File: src/rtl/msrp_pkg.sv
`timescale 1ns / 1ps
`default_nettype none

package msrp_pkg;

    localparam int BUF_DEPTH_DEF = 1024;
    localparam int CNT_W         = 14;
    localparam int IDX_W         = 10;

    typedef enum logic [1:0] {
        FUNC_NOTIFY = 2'd0,
        FUNC_READ   = 2'd1,
        FUNC_ACK    = 2'd2,
        FUNC_NONE   = 2'd3
    } t_func;

    // Bit positions inside the acknowledge mask.
    localparam int ACK_READY  = 0;
    localparam int ACK_AVAIL  = 1;
    localparam int ACK_CLOSED = 2;

    localparam logic [7:0] CH_CR    = 8'h0D;
    localparam logic [7:0] CH_LF    = 8'h0A;
    localparam logic [7:0] CH_COMMA = 8'h2C;
    localparam logic [7:0] CH_SPACE = 8'h20;
    localparam logic [7:0] CH_DASH  = 8'h2D;
    localparam logic [7:0] CH_ZERO  = 8'h30;
    localparam logic [7:0] CH_ONE   = 8'h31;
    localparam logic [7:0] CH_TWO   = 8'h32;
    localparam logic [7:0] CH_NINE  = 8'h39;

    typedef struct packed {
        logic [1:0] func;
        logic [3:0] position;
        logic [7:0] byte_in;
        logic       read_busy;
        logic [2:0] ack_mask;
    } t_item;

    typedef struct packed {
        logic             notify_armed;
        logic             avail_pending;
        logic [3:0]       avail_sock;
        logic             closed_pending;
        logic [3:0]       closed_sock;
        logic [3:0]       rx_sock;
        logic [CNT_W-1:0] rx_length;
        logic             rx_ready;
        logic             capturing;
        logic [CNT_W-1:0] capture_count;
    } t_state;

    typedef struct packed {
        logic             keep_going;
        logic             store_valid;
        logic [IDX_W-1:0] store_index;
        logic [7:0]       store_byte;
        logic             data_ready;
        logic [3:0]       data_socket;
        logic [CNT_W-1:0] data_length;
        logic             avail_flag;
        logic [3:0]       avail_socket;
        logic             closed_flag;
        logic [3:0]       closed_socket;
    } t_out;

endpackage

`default_nettype wire

File: src/rtl/modem_socket_response_parser.sv
`timescale 1ns / 1ps
`default_nettype none
// Parser for modem socket-read responses and socket notifications.
// Input channel: one received character per word, with its function code,
// position after the matched prefix, busy flag and acknowledge mask; a word
// is taken when i_in_valid is high and o_in_stall is low.
// Output channel: one result word per input word, in order, with the
// continue flag, an optional payload byte to store at its buffer index, and
// the current data-ready, data-available and socket-closed flags with their
// socket numbers and the announced length.
// A word is captured in the input register, is parsed against the state
// registers and lands in the output register. Throughput is one word
// per cycle when the output is not stalled; the state update is a single pass of
// compares and a constant multiply by ten on the 14-bit length.
// When the receiver holds i_out_stall, the output word stays put and the
// input register still fills; o_in_stall rises only when both are full.
// Synchronous reset clears all flags, sockets, the length and the capture
// counter, and empties both registers.
// Payload bytes at or beyond BUF_DEPTH are counted but not stored.

module modem_socket_response_parser #(
    parameter int BUF_DEPTH = msrp_pkg::BUF_DEPTH_DEF
) (
    input  wire logic        i_clk,
    input  wire logic        i_rst_n,
    input  wire logic        i_in_valid,
    output logic             o_in_stall,
    input  wire logic [1:0]  i_func,
    input  wire logic [3:0]  i_position,
    input  wire logic [7:0]  i_byte_in,
    input  wire logic        i_read_busy,
    input  wire logic [2:0]  i_ack_mask,
    output logic             o_out_valid,
    input  wire logic        i_out_stall,
    output logic             o_keep_going,
    output logic             o_store_valid,
    output logic [9:0]       o_store_index,
    output logic [7:0]       o_store_byte,
    output logic             o_data_ready,
    output logic [3:0]       o_data_socket,
    output logic [13:0]      o_data_length,
    output logic             o_avail_flag,
    output logic [3:0]       o_avail_socket,
    output logic             o_closed_flag,
    output logic [3:0]       o_closed_socket
);

    logic             r_in_valid;
    msrp_pkg::t_item  r_in;
    msrp_pkg::t_state r_state;
    msrp_pkg::t_state n_state;
    logic             r_out_valid;
    msrp_pkg::t_out   r_out;
    msrp_pkg::t_out   n_out;
    logic             out_free;
    logic             advance;
    logic             in_take;

    assign out_free   = !r_out_valid || !i_out_stall;
    assign advance    = r_in_valid && out_free;
    assign o_in_stall = r_in_valid && !out_free;
    assign in_take    = i_in_valid && !o_in_stall;

    msrp_step #(
        .BUF_DEPTH (BUF_DEPTH)
    ) u_step (
        .i_item  (r_in),
        .i_state (r_state),
        .o_state (n_state),
        .o_out   (n_out)
    );

    always_ff @(posedge i_clk) begin
        if (!i_rst_n) begin
            r_in_valid  <= 1'b0;
            r_out_valid <= 1'b0;
            r_state     <= '0;
        end else begin
            if (!o_in_stall) begin
                r_in_valid <= i_in_valid;
            end
            if (out_free) begin
                r_out_valid <= r_in_valid;
            end
            if (advance) begin
                r_state <= n_state;
            end
        end
    end

    always_ff @(posedge i_clk) begin
        if (in_take) begin
            r_in.func      <= i_func;
            r_in.position  <= i_position;
            r_in.byte_in   <= i_byte_in;
            r_in.read_busy <= i_read_busy;
            r_in.ack_mask  <= i_ack_mask;
        end
        if (advance) begin
            r_out <= n_out;
        end
    end

    assign o_out_valid     = r_out_valid;
    assign o_keep_going    = r_out.keep_going;
    assign o_store_valid   = r_out.store_valid;
    assign o_store_index   = r_out.store_index;
    assign o_store_byte    = r_out.store_byte;
    assign o_data_ready    = r_out.data_ready;
    assign o_data_socket   = r_out.data_socket;
    assign o_data_length   = r_out.data_length;
    assign o_avail_flag    = r_out.avail_flag;
    assign o_avail_socket  = r_out.avail_socket;
    assign o_closed_flag   = r_out.closed_flag;
    assign o_closed_socket = r_out.closed_socket;

endmodule

`default_nettype wire

File: src/rtl/msrp_step.sv
`timescale 1ns / 1ps
`default_nettype none

module msrp_step #(
    parameter int BUF_DEPTH = msrp_pkg::BUF_DEPTH_DEF
) (
    input  msrp_pkg::t_item  i_item,
    input  msrp_pkg::t_state i_state,
    output msrp_pkg::t_state o_state,
    output msrp_pkg::t_out   o_out
);

    localparam logic [msrp_pkg::CNT_W:0] DEPTH_LIM = (msrp_pkg::CNT_W + 1)'(BUF_DEPTH);

    msrp_pkg::t_state                  ns;
    logic                              go;
    logic                              sv;
    logic [msrp_pkg::IDX_W-1:0]        si;
    logic [7:0]                        sb;
    logic [7:0]                        c;
    logic [3:0]                        pos;
    logic                              is_dig;
    logic                              is_nz_dig;
    logic [2:0]                        nd;
    logic [3:0]                        nd_p3;
    logic [3:0]                        nd_p4;
    logic [msrp_pkg::CNT_W-1:0]        len_x10;
    logic [msrp_pkg::CNT_W-1:0]        cnt_inc;

    assign c         = i_item.byte_in;
    assign pos       = i_item.position;
    assign is_dig    = (c >= msrp_pkg::CH_ZERO) && (c <= msrp_pkg::CH_NINE);
    assign is_nz_dig = (c >= msrp_pkg::CH_ONE) && (c <= msrp_pkg::CH_NINE);

    // Number of decimal digits already taken into the length.
    always_comb begin
        if (i_state.rx_length == '0) begin
            nd = 3'd0;
        end else if (i_state.rx_length < 14'd10) begin
            nd = 3'd1;
        end else if (i_state.rx_length < 14'd100) begin
            nd = 3'd2;
        end else if (i_state.rx_length < 14'd1000) begin
            nd = 3'd3;
        end else begin
            nd = 3'd4;
        end
    end

    assign nd_p3   = {1'b0, nd} + 4'd3;
    assign nd_p4   = {1'b0, nd} + 4'd4;
    assign len_x10 = {i_state.rx_length[msrp_pkg::CNT_W-4:0], 3'b000}
                   + {i_state.rx_length[msrp_pkg::CNT_W-2:0], 1'b0}
                   + {{(msrp_pkg::CNT_W-4){1'b0}}, c[3:0]};
    assign cnt_inc = i_state.capture_count + 1'b1;

    always_comb begin
        ns = i_state;
        go = 1'b0;
        sv = 1'b0;
        si = '0;
        sb = '0;
        unique case (msrp_pkg::t_func'(i_item.func))
            msrp_pkg::FUNC_NOTIFY: begin
                if (!i_item.read_busy) begin
                    case (pos)
                        4'd0: begin
                            if (is_dig) begin
                                ns.avail_sock    = c[3:0];
                                ns.closed_sock   = c[3:0];
                                ns.avail_pending = 1'b0;
                                ns.notify_armed  = 1'b0;
                                go               = 1'b1;
                            end
                        end
                        4'd1: go = (c == msrp_pkg::CH_COMMA);
                        4'd2: go = (c == msrp_pkg::CH_SPACE);
                        4'd3: begin
                            if (c == msrp_pkg::CH_ONE) begin
                                ns.notify_armed = 1'b1;
                                go              = 1'b1;
                            end else if (c == msrp_pkg::CH_TWO) begin
                                ns.notify_armed   = 1'b0;
                                ns.closed_pending = 1'b1;
                                go                = 1'b1;
                            end else begin
                                go = (c == msrp_pkg::CH_DASH);
                            end
                        end
                        4'd4: begin
                            if (i_state.notify_armed && c == msrp_pkg::CH_CR) begin
                                ns.avail_pending = 1'b1;
                            end else begin
                                ns.avail_pending = 1'b0;
                                if (c == msrp_pkg::CH_TWO) begin
                                    ns.closed_pending = 1'b1;
                                end
                            end
                            ns.notify_armed = 1'b0;
                        end
                        default: go = 1'b1;
                    endcase
                end
            end
            msrp_pkg::FUNC_READ: begin
                if (pos == 4'd0) begin
                    // A fresh header always ends any capture in progress.
                    ns.capturing = 1'b0;
                    if (is_dig) begin
                        ns.rx_sock = c[3:0];
                    end
                    go = 1'b1;
                end else if (i_state.capturing) begin
                    if ({1'b0, i_state.capture_count} < DEPTH_LIM) begin
                        sv = 1'b1;
                        si = i_state.capture_count[msrp_pkg::IDX_W-1:0];
                        sb = c;
                    end
                    ns.capture_count = cnt_inc;
                    if (cnt_inc >= i_state.rx_length) begin
                        ns.rx_ready  = 1'b1;
                        ns.capturing = 1'b0;
                    end else begin
                        go = 1'b1;
                    end
                end else if (pos == 4'd1) begin
                    go = (c == msrp_pkg::CH_COMMA);
                end else if (pos == 4'd2) begin
                    if (c == msrp_pkg::CH_SPACE) begin
                        ns.rx_length = '0;
                        go           = 1'b1;
                    end
                end else if (pos == 4'd3) begin
                    if (is_nz_dig) begin
                        ns.rx_length = {{(msrp_pkg::CNT_W-4){1'b0}}, c[3:0]};
                        go           = 1'b1;
                    end else if (c == msrp_pkg::CH_DASH) begin
                        ns.closed_pending = 1'b1;
                        ns.closed_sock    = i_state.rx_sock;
                    end
                end else if (is_dig) begin
                    // A further digit must sit right after the earlier ones.
                    if (pos <= 4'd6 && pos == nd_p3) begin
                        ns.rx_length = len_x10;
                        go           = 1'b1;
                    end
                end else if (nd != 3'd0) begin
                    if (c == msrp_pkg::CH_CR) begin
                        go = (pos == nd_p3);
                    end else if (c == msrp_pkg::CH_LF && pos == nd_p4) begin
                        ns.capturing     = 1'b1;
                        ns.capture_count = '0;
                        go               = 1'b1;
                    end
                end
            end
            msrp_pkg::FUNC_ACK: begin
                if (i_item.ack_mask[msrp_pkg::ACK_READY]) begin
                    ns.rx_ready = 1'b0;
                end
                if (i_item.ack_mask[msrp_pkg::ACK_AVAIL]) begin
                    ns.avail_pending = 1'b0;
                end
                if (i_item.ack_mask[msrp_pkg::ACK_CLOSED]) begin
                    ns.closed_pending = 1'b0;
                end
            end
            msrp_pkg::FUNC_NONE: begin
            end
        endcase
    end

    assign o_state = ns;

    always_comb begin
        o_out.keep_going    = go;
        o_out.store_valid   = sv;
        o_out.store_index   = si;
        o_out.store_byte    = sb;
        o_out.data_ready    = ns.rx_ready;
        o_out.data_socket   = ns.rx_sock;
        o_out.data_length   = ns.rx_length;
        o_out.avail_flag    = ns.avail_pending;
        o_out.avail_socket  = ns.avail_sock;
        o_out.closed_flag   = ns.closed_pending;
        o_out.closed_socket = ns.closed_sock;
    end

endmodule

`default_nettype wire

File: config.mk
export PLATFORM = sky130hd
export DESIGN_NAME = modem_socket_response_parser
export DESIGN_NICKNAME = d
export VERILOG_FILES = /design/src/rtl/msrp_pkg.sv /design/src/rtl/modem_socket_response_parser.sv /design/src/rtl/msrp_step.sv
export SDC_FILE = /design/constraint.sdc
export NUM_CORES = 1
export LEC_CHECK = 0
export BUFFER_PORTS_ARGS = -buffer_cell sky130_fd_sc_hd__buf_2
export CORE_ASPECT_RATIO = 1.5
export CORE_MARGIN = 2
export CORE_UTILIZATION = 59
export CTS_CLUSTER_DIAMETER = 60
export CTS_CLUSTER_SIZE = 10
export DETAILED_ROUTE_END_ITERATION = 8
export GPL_TIMING_DRIVEN = 0
export PLACE_DENSITY = 0.79
export SLEW_MARGIN = 20
export SYNTH_ARGS = -nofsm -noshare
export SYNTH_HDL_FRONTEND = slang
export SYNTH_SLANG_ARGS = --single-unit
File: constraint.sdc
create_clock -name i_clk -period 3.9 [get_ports i_clk]
set_input_delay 0.195 -clock i_clk [delete_from_list [all_inputs] [get_ports i_clk]]
set_output_delay 0.195 -clock i_clk [all_outputs]
set_load 0.01 [all_outputs]
==> impl_metrics.toml <==
[outcome]
status = "finished, final reports clean"

[layout]
area_delta_synth_final_pct = 21.5
fillers = 816
drive_gt1_share_pct = 20.1
multi_input_area_um2 = 3460
layout_common_cells = "buf_2, edfxtp_1, nand2_1"
layout_commonest_cell = "buf_2"
nets = 842
seq_area_um2 = 2960
antenna_cells = 0
postLayoutCellArea_um2 = 8020

[die]
die_area_um2 = 12100
fp.dieH_um = 134
core.rowCount = 47
core-area_um2 = 11000
initial_core_util_pct = 60.0
die_w_um = 90.4
ios = 73

[clock_network]
htree_levels = 4
clockBufferDepth = 2
cts_sinks = 114
cts_tree = "done"
clk_latency_ns = 0.42
cts.clk_slew.worst_paths_ns = 0.06
numCtsBuffers = 17
cts_root_buffer = "clkbuf_16"

[setup_path]
end_kind = "register"
critPathMaxStageDelay_ns = 0.57
crit_type = "register to register"
crit_fanout = 10
critical_path_arrival_ns = 3.92
cp_slowest_cell = "or4b_4"
cp-start-kind = "register"
required_ns = 4.04
cpMostUsedCell = "buf_6"
critPathTopFamily = "simple AND/OR/NAND/NOR gates"
path_buf_inv = 2
reg2reg_depth = 13
rr_startpoint = "r_state[29]"
crit_chain = "or4_4 -> or4b_4 -> buf_6 -> nand2_1 -> ha_2 -> xor2_2 -> xnor2_1 -> nor3_2 -> nand3_4 -> a211o_1 -> buf_6 -> a222oi_1 -> a21oi_2"
reg2reg_slack_ns = 0.13
rr_endpoint = "o_data_length[1]"

[place]
placed_area_um2 = 7170
gp_congestion = 0.960
port_buffers = 72
dp.final_hpwl_um = 12800

[sta]
final-hold-violation-count = 0
skew_ns = 0.0121
worst_slew_pin_slew_ns = 0.962
setup_viol = 0
fmax_mhz = 265
finalCritPeriodShare_pct = 96.8
maxSlewHeadroom_pct = 35.4
slew_viol_final = 0
min_period_ns = 3.77
holdWs_ns = 0.115

[drt]
post_drt_wl_per_cell_um = 19.1
drc_errors = 0
via_count = 5904
wl_um = 17900
drt_iter0_drc = 452
first_pass_iters = 7
viasPerCell = 6.31
ant_nets = 0

[synth]
synth_top_area_share_pct = 30.5
ys_seq_area_share_pct = 44.7
synth-edff-count = 67
mappedNetlistArea_um2 = 6600
synth.area.top_cells = "edfxtp_1, dfxtp_1, ha_1, o21ai_0, nand2_1"
avgSynthCellArea_um2 = 9.99
synth_ff_type = "edfxtp_1"
syn_nets = 728
synth_cell_type_count = 69
synth.largest_area_cell = "edfxtp_1"
synthArstFlopShare_pct = 0
ys_ff_latch = 114
ys_warn_count = 0
synthCells = 661

[power_and_ir_drop]
leakage_nw = 3.20
peakVddDrop_mv = 0.342
power_density_nw_per_um2 = 387

[global_route]
grt_use_met2_pct = 53.9
antenna_found_initial = 0
grt_max_degree = 59
grt_overflow_total = 0
gr-usage-met1_pct = 33.5
use_met3_pct = 5.49
grt-busiest-layer = "met2"
grt_pass1_wl_um = 28500
track_usage_pct = 30.1
grt_pass1_vias = 5847

[run]
drv_cap = 0

[worst_hold_path]
whs_path_depth = 3
hold_class = "primary input to register"
hold_path_end = "o_out_valid"
hold_start = "i_out_stall"
worst max path at each step:
stage / from / endpoint / slack, ns / cells past startpoint
finish: r_state[29] / o_data_length[1] / 0.13 / 13
global route: r_state[29] / o_data_length[2] / -0.001 / 13
CTS: r_state[28] / o_data_length[1] / 0.003 / 14
detailed placement: r_state[28] / o_data_length[1] / -0.17 / 14
global placement: r_state[28] / o_data_length[2] / -0.13 / 14
floorplan: r_state[28] / o_data_length[1] / 0.35 / 14
repair_timing:
item	in CTS	in global routing
setup endpoints to repair	6	7
hold buffers	19	0
endpoints found under the hold margin	19	0
pin swaps	1	7
resized for setup	1	15
setup buffers	0	4
worst reg2reg max path, stage by stage, from the launching register on:
cell and delay, ns:
dfxtp_4 0.37, or4_4 0.54, or4b_4 0.57, buf_6 0.15, nand2_1 0.09, ha_2 0.19
xor2_2 0.14, xnor2_1 0.11, nor3_2 0.30, nand3_4 0.15, a211o_1 0.33, buf_6 0.15
a222oi_1 0.31, a21oi_2 0.09
routing by layer:
metal | part of all wire (%) | vias to the layer above
met5 | 0 | -
met4 | 4.2 | 0
met3 | 6.1 | 71
met2 | 52 | 305
met1 | 38 | 2816
li1 | - | 2712
report_power, final:
group          total [mW]  internal (mW)  switching [mW]  leakage, nW
combinational       0.229         0.0865           0.143         1.90
clock                1.53          0.941           0.591        0.272
sequential           1.34           1.32          0.0210         1.02
total                3.10           2.35           0.754         3.20
cell usage after synthesis (5+ instances only):
| library cell | count |
|---|---|
| a31oi_1 | 6 |
| clkbuf_1 | 28 |
| nor2_1 | 49 |
| nor3b_1 | 12 |
| a31o_2 | 5 |
| a32o_1 | 9 |
| nand3_1 | 22 |
| a21oi_1 | 32 |
| a211oi_1 | 8 |
| o21a_1 | 7 |
| and3_1 | 5 |
| o21ai_0 | 39 |
| dfxtp_1 | 47 |
| nand2b_1 | 8 |
| nor3_1 | 16 |
| mux2_2 | 8 |
| or3_1 | 9 |
| inv_1 | 26 |
| edfxtp_1 | 67 |
| ha_1 | 43 |
| o211a_1 | 7 |
| nor4_1 | 6 |
| a21boi_0 | 9 |
| nand4_1 | 5 |
| xor2_1 | 10 |
| xnor2_1 | 17 |
| a22oi_1 | 5 |
| a21o_1 | 7 |
| nand2_1 | 52 |
| and2_1 | 18 |
| a222oi_1 | 7 |
| a22o_1 | 5 |
metrics by stage:
stage | TNS, ns | worst slack [ns] | total power, mW | util, % | cells
floorplan | 0 | 0.349 | 1.49 | - | 661
global route | -0.00150 | -0.00150 | 3.17 | 73.0 | 935
global placement | -0.285 | -0.127 | 1.56 | 65.0 | 880
detailed placement | -0.483 | -0.171 | 1.57 | 65.2 | 881
finish | 0 | 0.126 | 3.10 | 73.0 | 935
CTS | 0 | 0.00292 | 3.09 | 72.2 | 932
flip-flops by register name, summed over array words and instances, names as in the netlist:
signal,count
o_avail_socket,4
o_store_index,10
o_store_byte,8
r_state,45
o_closed_flag,1
o_store_valid,1
o_out_valid,1
r_in,18
o_closed_socket,4
o_data_length,14
o_keep_going,1
o_data_ready,1
o_data_socket,4
r_in_valid,1
o_avail_flag,1
area by class of cell:
cell class / count / share of cell area [%]
Multi-Input combinational cell: 487 / 43.1
Sequential cell: 114 / 36.9
Timing Repair Buffer: 96 / 7.47
Clock buffer: 17 / 5.30
Tap cell: 147 / 2.29
Clock inverter: 15 / 1.95
Buffer: 33 / 1.82
Inverter: 26 / 1.22
logic make-up (layout without fill, tap and decap cells):
kind of cell	after synthesis	in the layout	share of synthesized area, %
AO/OA/AOI/OAI	176	176	18.8
XOR/XNOR	27	27	3.58
adder cells (fa/ha/maj)	45	45	8.76
buffers and inverters	60	187	3.70
flip-flops	114	114	44.7
multiplexers	10	10	1.67
AND/OR/NAND/NOR	229	229	18.8
Note: power is estimated with default switching activity, not from simulation.
